==> config.mk <==
export PLATFORM = sky130hd
export DESIGN_NAME = tte_ram
export DESIGN_NICKNAME = d
export VERILOG_FILES = /design/src/tte_ram.sv
export SDC_FILE = /design/constraint.sdc
export NUM_CORES = 2
export LEC_CHECK = 0
export BUFFER_PORTS_ARGS = -buffer_cell sky130_fd_sc_hd__buf_2
export CAP_MARGIN = 20
export CELL_PAD_IN_SITES_DETAIL_PLACEMENT = 1
export CELL_PAD_IN_SITES_GLOBAL_PLACEMENT = 1
export CORE_MARGIN = 2
export CORE_UTILIZATION = 51
export DETAILED_ROUTE_END_ITERATION = 10
export GPL_TIMING_DRIVEN = 1
export PLACE_DENSITY_LB_ADDON = 0.1
export SLEW_MARGIN = 20
export SYNTH_ARGS = -nofsm -noshare
export SYNTH_HDL_FRONTEND = slang
export SYNTH_SLANG_ARGS = --single-unit
==> constraint.sdc <==
create_clock -name clk -period 6.85 [get_ports clk]
set_input_delay 1.0275 -clock clk [delete_from_list [all_inputs] [get_ports clk]]
set_output_delay 1.0275 -clock clk [all_outputs]
set_load 0.05 [all_outputs]
==> src/tte_ram.sv <==
// Generic single-write, single-read synchronous RAM with registered read data.
// Depends on nothing.
module tte_ram #(
	parameter int DEPTH = 64,
	parameter int WIDTH = 64
) (
	input  logic                     clk,
	input  logic                     we,
	input  logic [$clog2(DEPTH)-1:0] waddr,
	input  logic [WIDTH-1:0]         wdata,
	input  logic                     re,
	input  logic [$clog2(DEPTH)-1:0] raddr,
	output logic [WIDTH-1:0]         rdata
);
	logic [WIDTH-1:0] mem [DEPTH];

	always_ff @(posedge clk) begin
		if (we) begin
			mem[waddr] <= wdata;
		end
		if (re) begin
			rdata <= mem[raddr];
		end
	end
endmodule

# After elaboration in Yosys (flattened, before gate mapping)
# Memories as Yosys holds them, arrays and structs flattened. A register that Yosys moved wholly into a read port is not among the register bits.
# Index checks and enable logic that the tools add are counted.
[totals] mem_count=1 ramBits=4096 mem_bits_ro=0 register_bits=0 latchBits=0 output_inout_bits=64
[mem_list] memory="mem" depth=64 word_bits=64 read_ports=1 rd_ports_with_merged_regs=1 write_ports=1 line="15" text="logic [WIDTH-1:0] mem [DEPTH];"
[classes] mul=0 n_eq_ne=0 n_mux=2 div_mod_pow=0 shift=0 reduce_logical=0 order_cmp=0 n_bitwise=0 n_addsub=0
[ops] operator="1-bit 2-to-1 mux" count=2

# Longest topological paths before layout
[logic_depth] word_depth=2 depth_mapped=9 depth_no_buf=5

# Least setup slack after synthesis
# OpenSTA, ideal clock, no wires.
[synth_timing] path_type="input -> register" from="in waddr[3]" to="mem mem[48][0], enable pin" setup_time_ns=0.564 cell_stages=4 t_arrival_ns=5.899 slack_ns=0.387 path_cell_list="clkbuf_1 -> nor2b_1 -> nand4b_1 -> nor3_1"
[synth_rtl] element="start: declaration" line="9" text="input logic [$clog2(DEPTH)-1:0] waddr,"
[synth_rtl] element="end: declaration" line="15"
# Straight into the memory's write port.

==> results summary <==
The flow ran to the end, and the final reports show no timing, DRC or antenna violations. The antenna violation net count after detailed routing is 0. TritonCTS built the clock tree. The share of cells above drive strength 1 came out at 28.0%.

Once the floorplan was initialized, standard cells occupied 51.3% of the core. By instance count, the leading cell after synthesis is sky130_fd_sc_hd__edfxtp_1. The via total after detailed routing came out at 76500. The sequential fraction of the synthesis area is 79.6%. The die is 559 um wide.

The fraction of synthesis flops using an asynchronous set or reset pin came out at 0%. The average wire per standard cell is 40.3 um. The maximum fanout along the worst path came out at 48. The worst min-delay path category is in2reg. The count of distinct cell types in the synthesized netlist is 32.

For this design the static power due to leakage is 55.1 nW. Entering global routing, the biggest net connects 116 pins. The worst slew slack as a fraction of its limit came out at 22.9%.

Yosys mapped a number of flops with a built-in enable equal to 4160. The number of warning messages in the yosys log came out at 0. Setup violations remaining at the end of the flow were counted as 0. The worst setup path is launched from an input port.

The total power consumption of the routed design is 0.0531 W. Walking the worst path, the cells encountered are buf_8 > buf_12 > buf_4 > buf_4 > mux4_2 > o221ai_1 > o22ai_1 > and3_1. The area growth from synthesis to layout came out at 13.1%. The worst hold path stage count came out at 1.

The mean post-synth cell area came out at 23.8 um^2. For this design, the slowest cell found on the critical path is sky130_fd_sc_hd__buf_8. For this run, the slowest stage of the critical path takes 480 ps. For this run the aggregate overflow at the end of global routing stands at 0.

The final layout net count is 7088. STA puts the critical path data required time at 7530 ps. The total clock buffers created by CTS is 416. Summing the areas of all fa, ha and maj instances in the mapped netlist gives 0% of the synthesized area. CTS placed an instance of sky130_fd_sc_hd__clkbuf_16 at the clock tree root. The die covers 312000 um^2. The clock-pin slew on the worst setup and hold paths came out at 60 ps.

The number of standard cells after synthesis is 6598. The number of global-route vias before repair came to 79200. The cell area after synthesis is 157000 um^2. The placer congestion estimate came out at 0.800. The total number of H-tree levels is 5. At the pin with the least slew margin, the transition time is 1160 ps. After the first detailed-routing iteration, the DRC count stood at 10500. The number of gates resized after CTS is 0.

The post-synthesis compound-gate area fraction is 2.47%. The synthesized-area fraction occupied by xor and xnor cells is 0%. The core region is 306000 um^2. The final wirelength came out at 462 mm. The HPWL reported at the end of detailed placement is 244 mm. The standard-cell row count is 203. Max-cap violations in this run came to 0.

The number of remaining DRC errors came out at 0. The hold-fix buffer count after cts came out at 0. The mean number of vias per cell is 6.67. On the final layout, the worst hold slack is 414 ps. The most numerous cell type found on the critical path is sky130_fd_sc_hd__buf_4. The kind of end point of the critical path is a flop. Summing the areas of all and, or, nand and nor instances in the mapped netlist gives 1.23% of the synthesized area. Measured against the total synthesized area, the mux share comes to 15.6%.

Setup repair after global routing left no endpoint under its margin. The maximum buffer depth of the clock tree is 4. The post-route clock skew came out at 68.8 ps. For the worst setup path, the data arrival time is 4180 ps. The final worst-path cycle share is 51.1%. After synthesis the netlist holds a flip-flop and latch count of 4160. The worst-case reg-to-reg path depth is 5. When the netlist entered floorplanning its net count stood at 6677. The chip height came out at 559 um.

The later pin in the worst-skew pair is clocked with a latency of 990 ps. Before CTS, the worst setup slack after placement is 2320 ps. The initial antenna violation count is 34. The total global routing track utilization is 29.9%.

Based on the critical path, the design can be clocked at up to 286 MHz. In this run the tool buffered the top-level ports with 142 buffer cells. After synthesis, the most frequently instantiated cells are sky130_fd_sc_hd__edfxtp_1, sky130_fd_sc_hd__mux4_2, sky130_fd_sc_hd__buf_2. The setup path with the least slack is of type in2reg. The first-pass iteration count of the detailed router came out at 5. After synthesis, the largest family of logic cells by area is multiplexers.

The number of buffers inserted to repair setup after CTS came out at 0. The most used flip-flop cell after synthesis is sky130_fd_sc_hd__edfxtp_1. The slack of the critical path is 3350 ps. The final-layout setup total negative slack came out at 0 ps. The worst vdd rail ir drop is 0.000259 V.

The dominant cell type by area after synthesis is sky130_fd_sc_hd__edfxtp_1. The share of the synthesized area in the top cell type is 79.6%. In this run the power density over the cells is 299 nW/um^2. The global-route wire length before repair is 641 mm.

After synthesis, the cell types taking the most area are sky130_fd_sc_hd__edfxtp_1, sky130_fd_sc_hd__mux4_2, sky130_fd_sc_hd__mux2i_1. The worst path needs 3500 ps of the cycle, external delays included. The clock net in this run drives a total of 4160 sinks.

The number of hold violations in the final report is 0. The number of max-slew violations in the final report came to 0. For this design the top-level I/O count stands at 143.
## where the power goes
part / internal, W / total, W / switching [W]
clock network: 0.0124 / 0.0222 / 0.00975
logic: 0.000877 / 0.00253 / 0.00165
registers: 0.0282 / 0.0284 / 0.000108
total: 0.0415 / 0.0531 / 0.0115
## kinds of logic after synthesis
group / after synthesis
buffers and inverters: 389
AO/OA/AOI/OAI: 504
flip-flops: 4160
AND/OR/NAND/NOR: 386
multiplexers: 1159
## per-layer routing
| layer | global-route usage [%] | up-vias | routed length [um] |
|---|---|---|---|
| met2 | 47.9 | 3661 | 224000 |
| met3 | 4.86 | 730 | 38500 |
| li1 | - | 29400 | - |
| met1 | 42.9 | 42600 | 185000 |
| met4 | 9.05 | 20 | 15100 |
| met5 | 0 | - | 137 |
## metrics by stage
| stage | util, % | instances | cell area [um^2] |
|---|---|---|---|
| after detailed placement | 53.7 | 10700 | 164000 |
| after global routing | 58.0 | 11500 | 178000 |
| final | 58.0 | 11500 | 178000 |
| after floorplan | - | 6598 | 157000 |
| after global placement | 53.6 | 10700 | 164000 |
| after CTS | 58.0 | 11500 | 177000 |
## critical path: cells and delay by family
| kind | cells | cell delay [ps] |
|---|---|---|
| compound gates | 2 | 560 |
| buf+inv | 4 | 1760 |
| mux | 1 | 410 |
| simple gates | 1 | 230 |
## cell usage in the layout (no fill, tap or decap), types with 9 or more instances in the layout
| master | instances |
|---|---|
| sky130_fd_sc_hd__diode_2 | 15 |
| sky130_fd_sc_hd__clkinvlp_4 | 13 |
| sky130_fd_sc_hd__a2bb2oi_1 | 19 |
| sky130_fd_sc_hd__a22oi_1 | 168 |
| sky130_fd_sc_hd__nand2b_1 | 9 |
| sky130_fd_sc_hd__buf_4 | 174 |
| sky130_fd_sc_hd__a211oi_1 | 63 |
| sky130_fd_sc_hd__o221ai_1 | 38 |
| sky130_fd_sc_hd__bufinv_16 | 30 |
| sky130_fd_sc_hd__o22ai_1 | 83 |
| sky130_fd_sc_hd__nand2_1 | 54 |
| sky130_fd_sc_hd__edfxtp_1 | 4160 |
| sky130_fd_sc_hd__mux4_2 | 1024 |
| sky130_fd_sc_hd__nor2b_1 | 24 |
| sky130_fd_sc_hd__buf_12 | 72 |
| sky130_fd_sc_hd__clkinv_2 | 80 |
| sky130_fd_sc_hd__inv_1 | 19 |
| sky130_fd_sc_hd__buf_2 | 109 |
| sky130_fd_sc_hd__nor2_4 | 65 |
| sky130_fd_sc_hd__or3_1 | 29 |
| sky130_fd_sc_hd__a22o_1 | 88 |
| sky130_fd_sc_hd__nand3_1 | 45 |
| sky130_fd_sc_hd__or2_2 | 28 |
| sky130_fd_sc_hd__clkbuf_16 | 421 |
| sky130_fd_sc_hd__a31oi_1 | 18 |
| sky130_fd_sc_hd__a41oi_1 | 26 |
| sky130_fd_sc_hd__nor2_1 | 47 |
| sky130_fd_sc_hd__clkinv_1 | 112 |
| sky130_fd_sc_hd__mux2i_1 | 135 |
| sky130_fd_sc_hd__and3_1 | 64 |
| sky130_fd_sc_hd__clkbuf_1 | 85 |
## worst paths after layout
kind               startpoint        end  slack [ps]
setup / recovery     raddr[1]  rdata[62]        3350
hold / removal             re  rdata[21]         410
setup reg to reg  mem[62][55]  rdata[55]        4660
hold reg to reg   mem[63][46]  rdata[46]         940
## state kept, by name (all words and copies together) (netlist names)
name	count
mem	4096
rdata	64
## final cells by class
cell class                 count  area [um^2]
multi-input combinational   2049        30800
inverter                      19         71.3
clock buffer                 506        10900
fill                       24800       129000
tap                         4100         5130
sequential                  4160       125000
clock inverter               259         2260
antenna                       15         37.5
timing repair buffer         363         3490
Power figures use the tool's default switching activity.
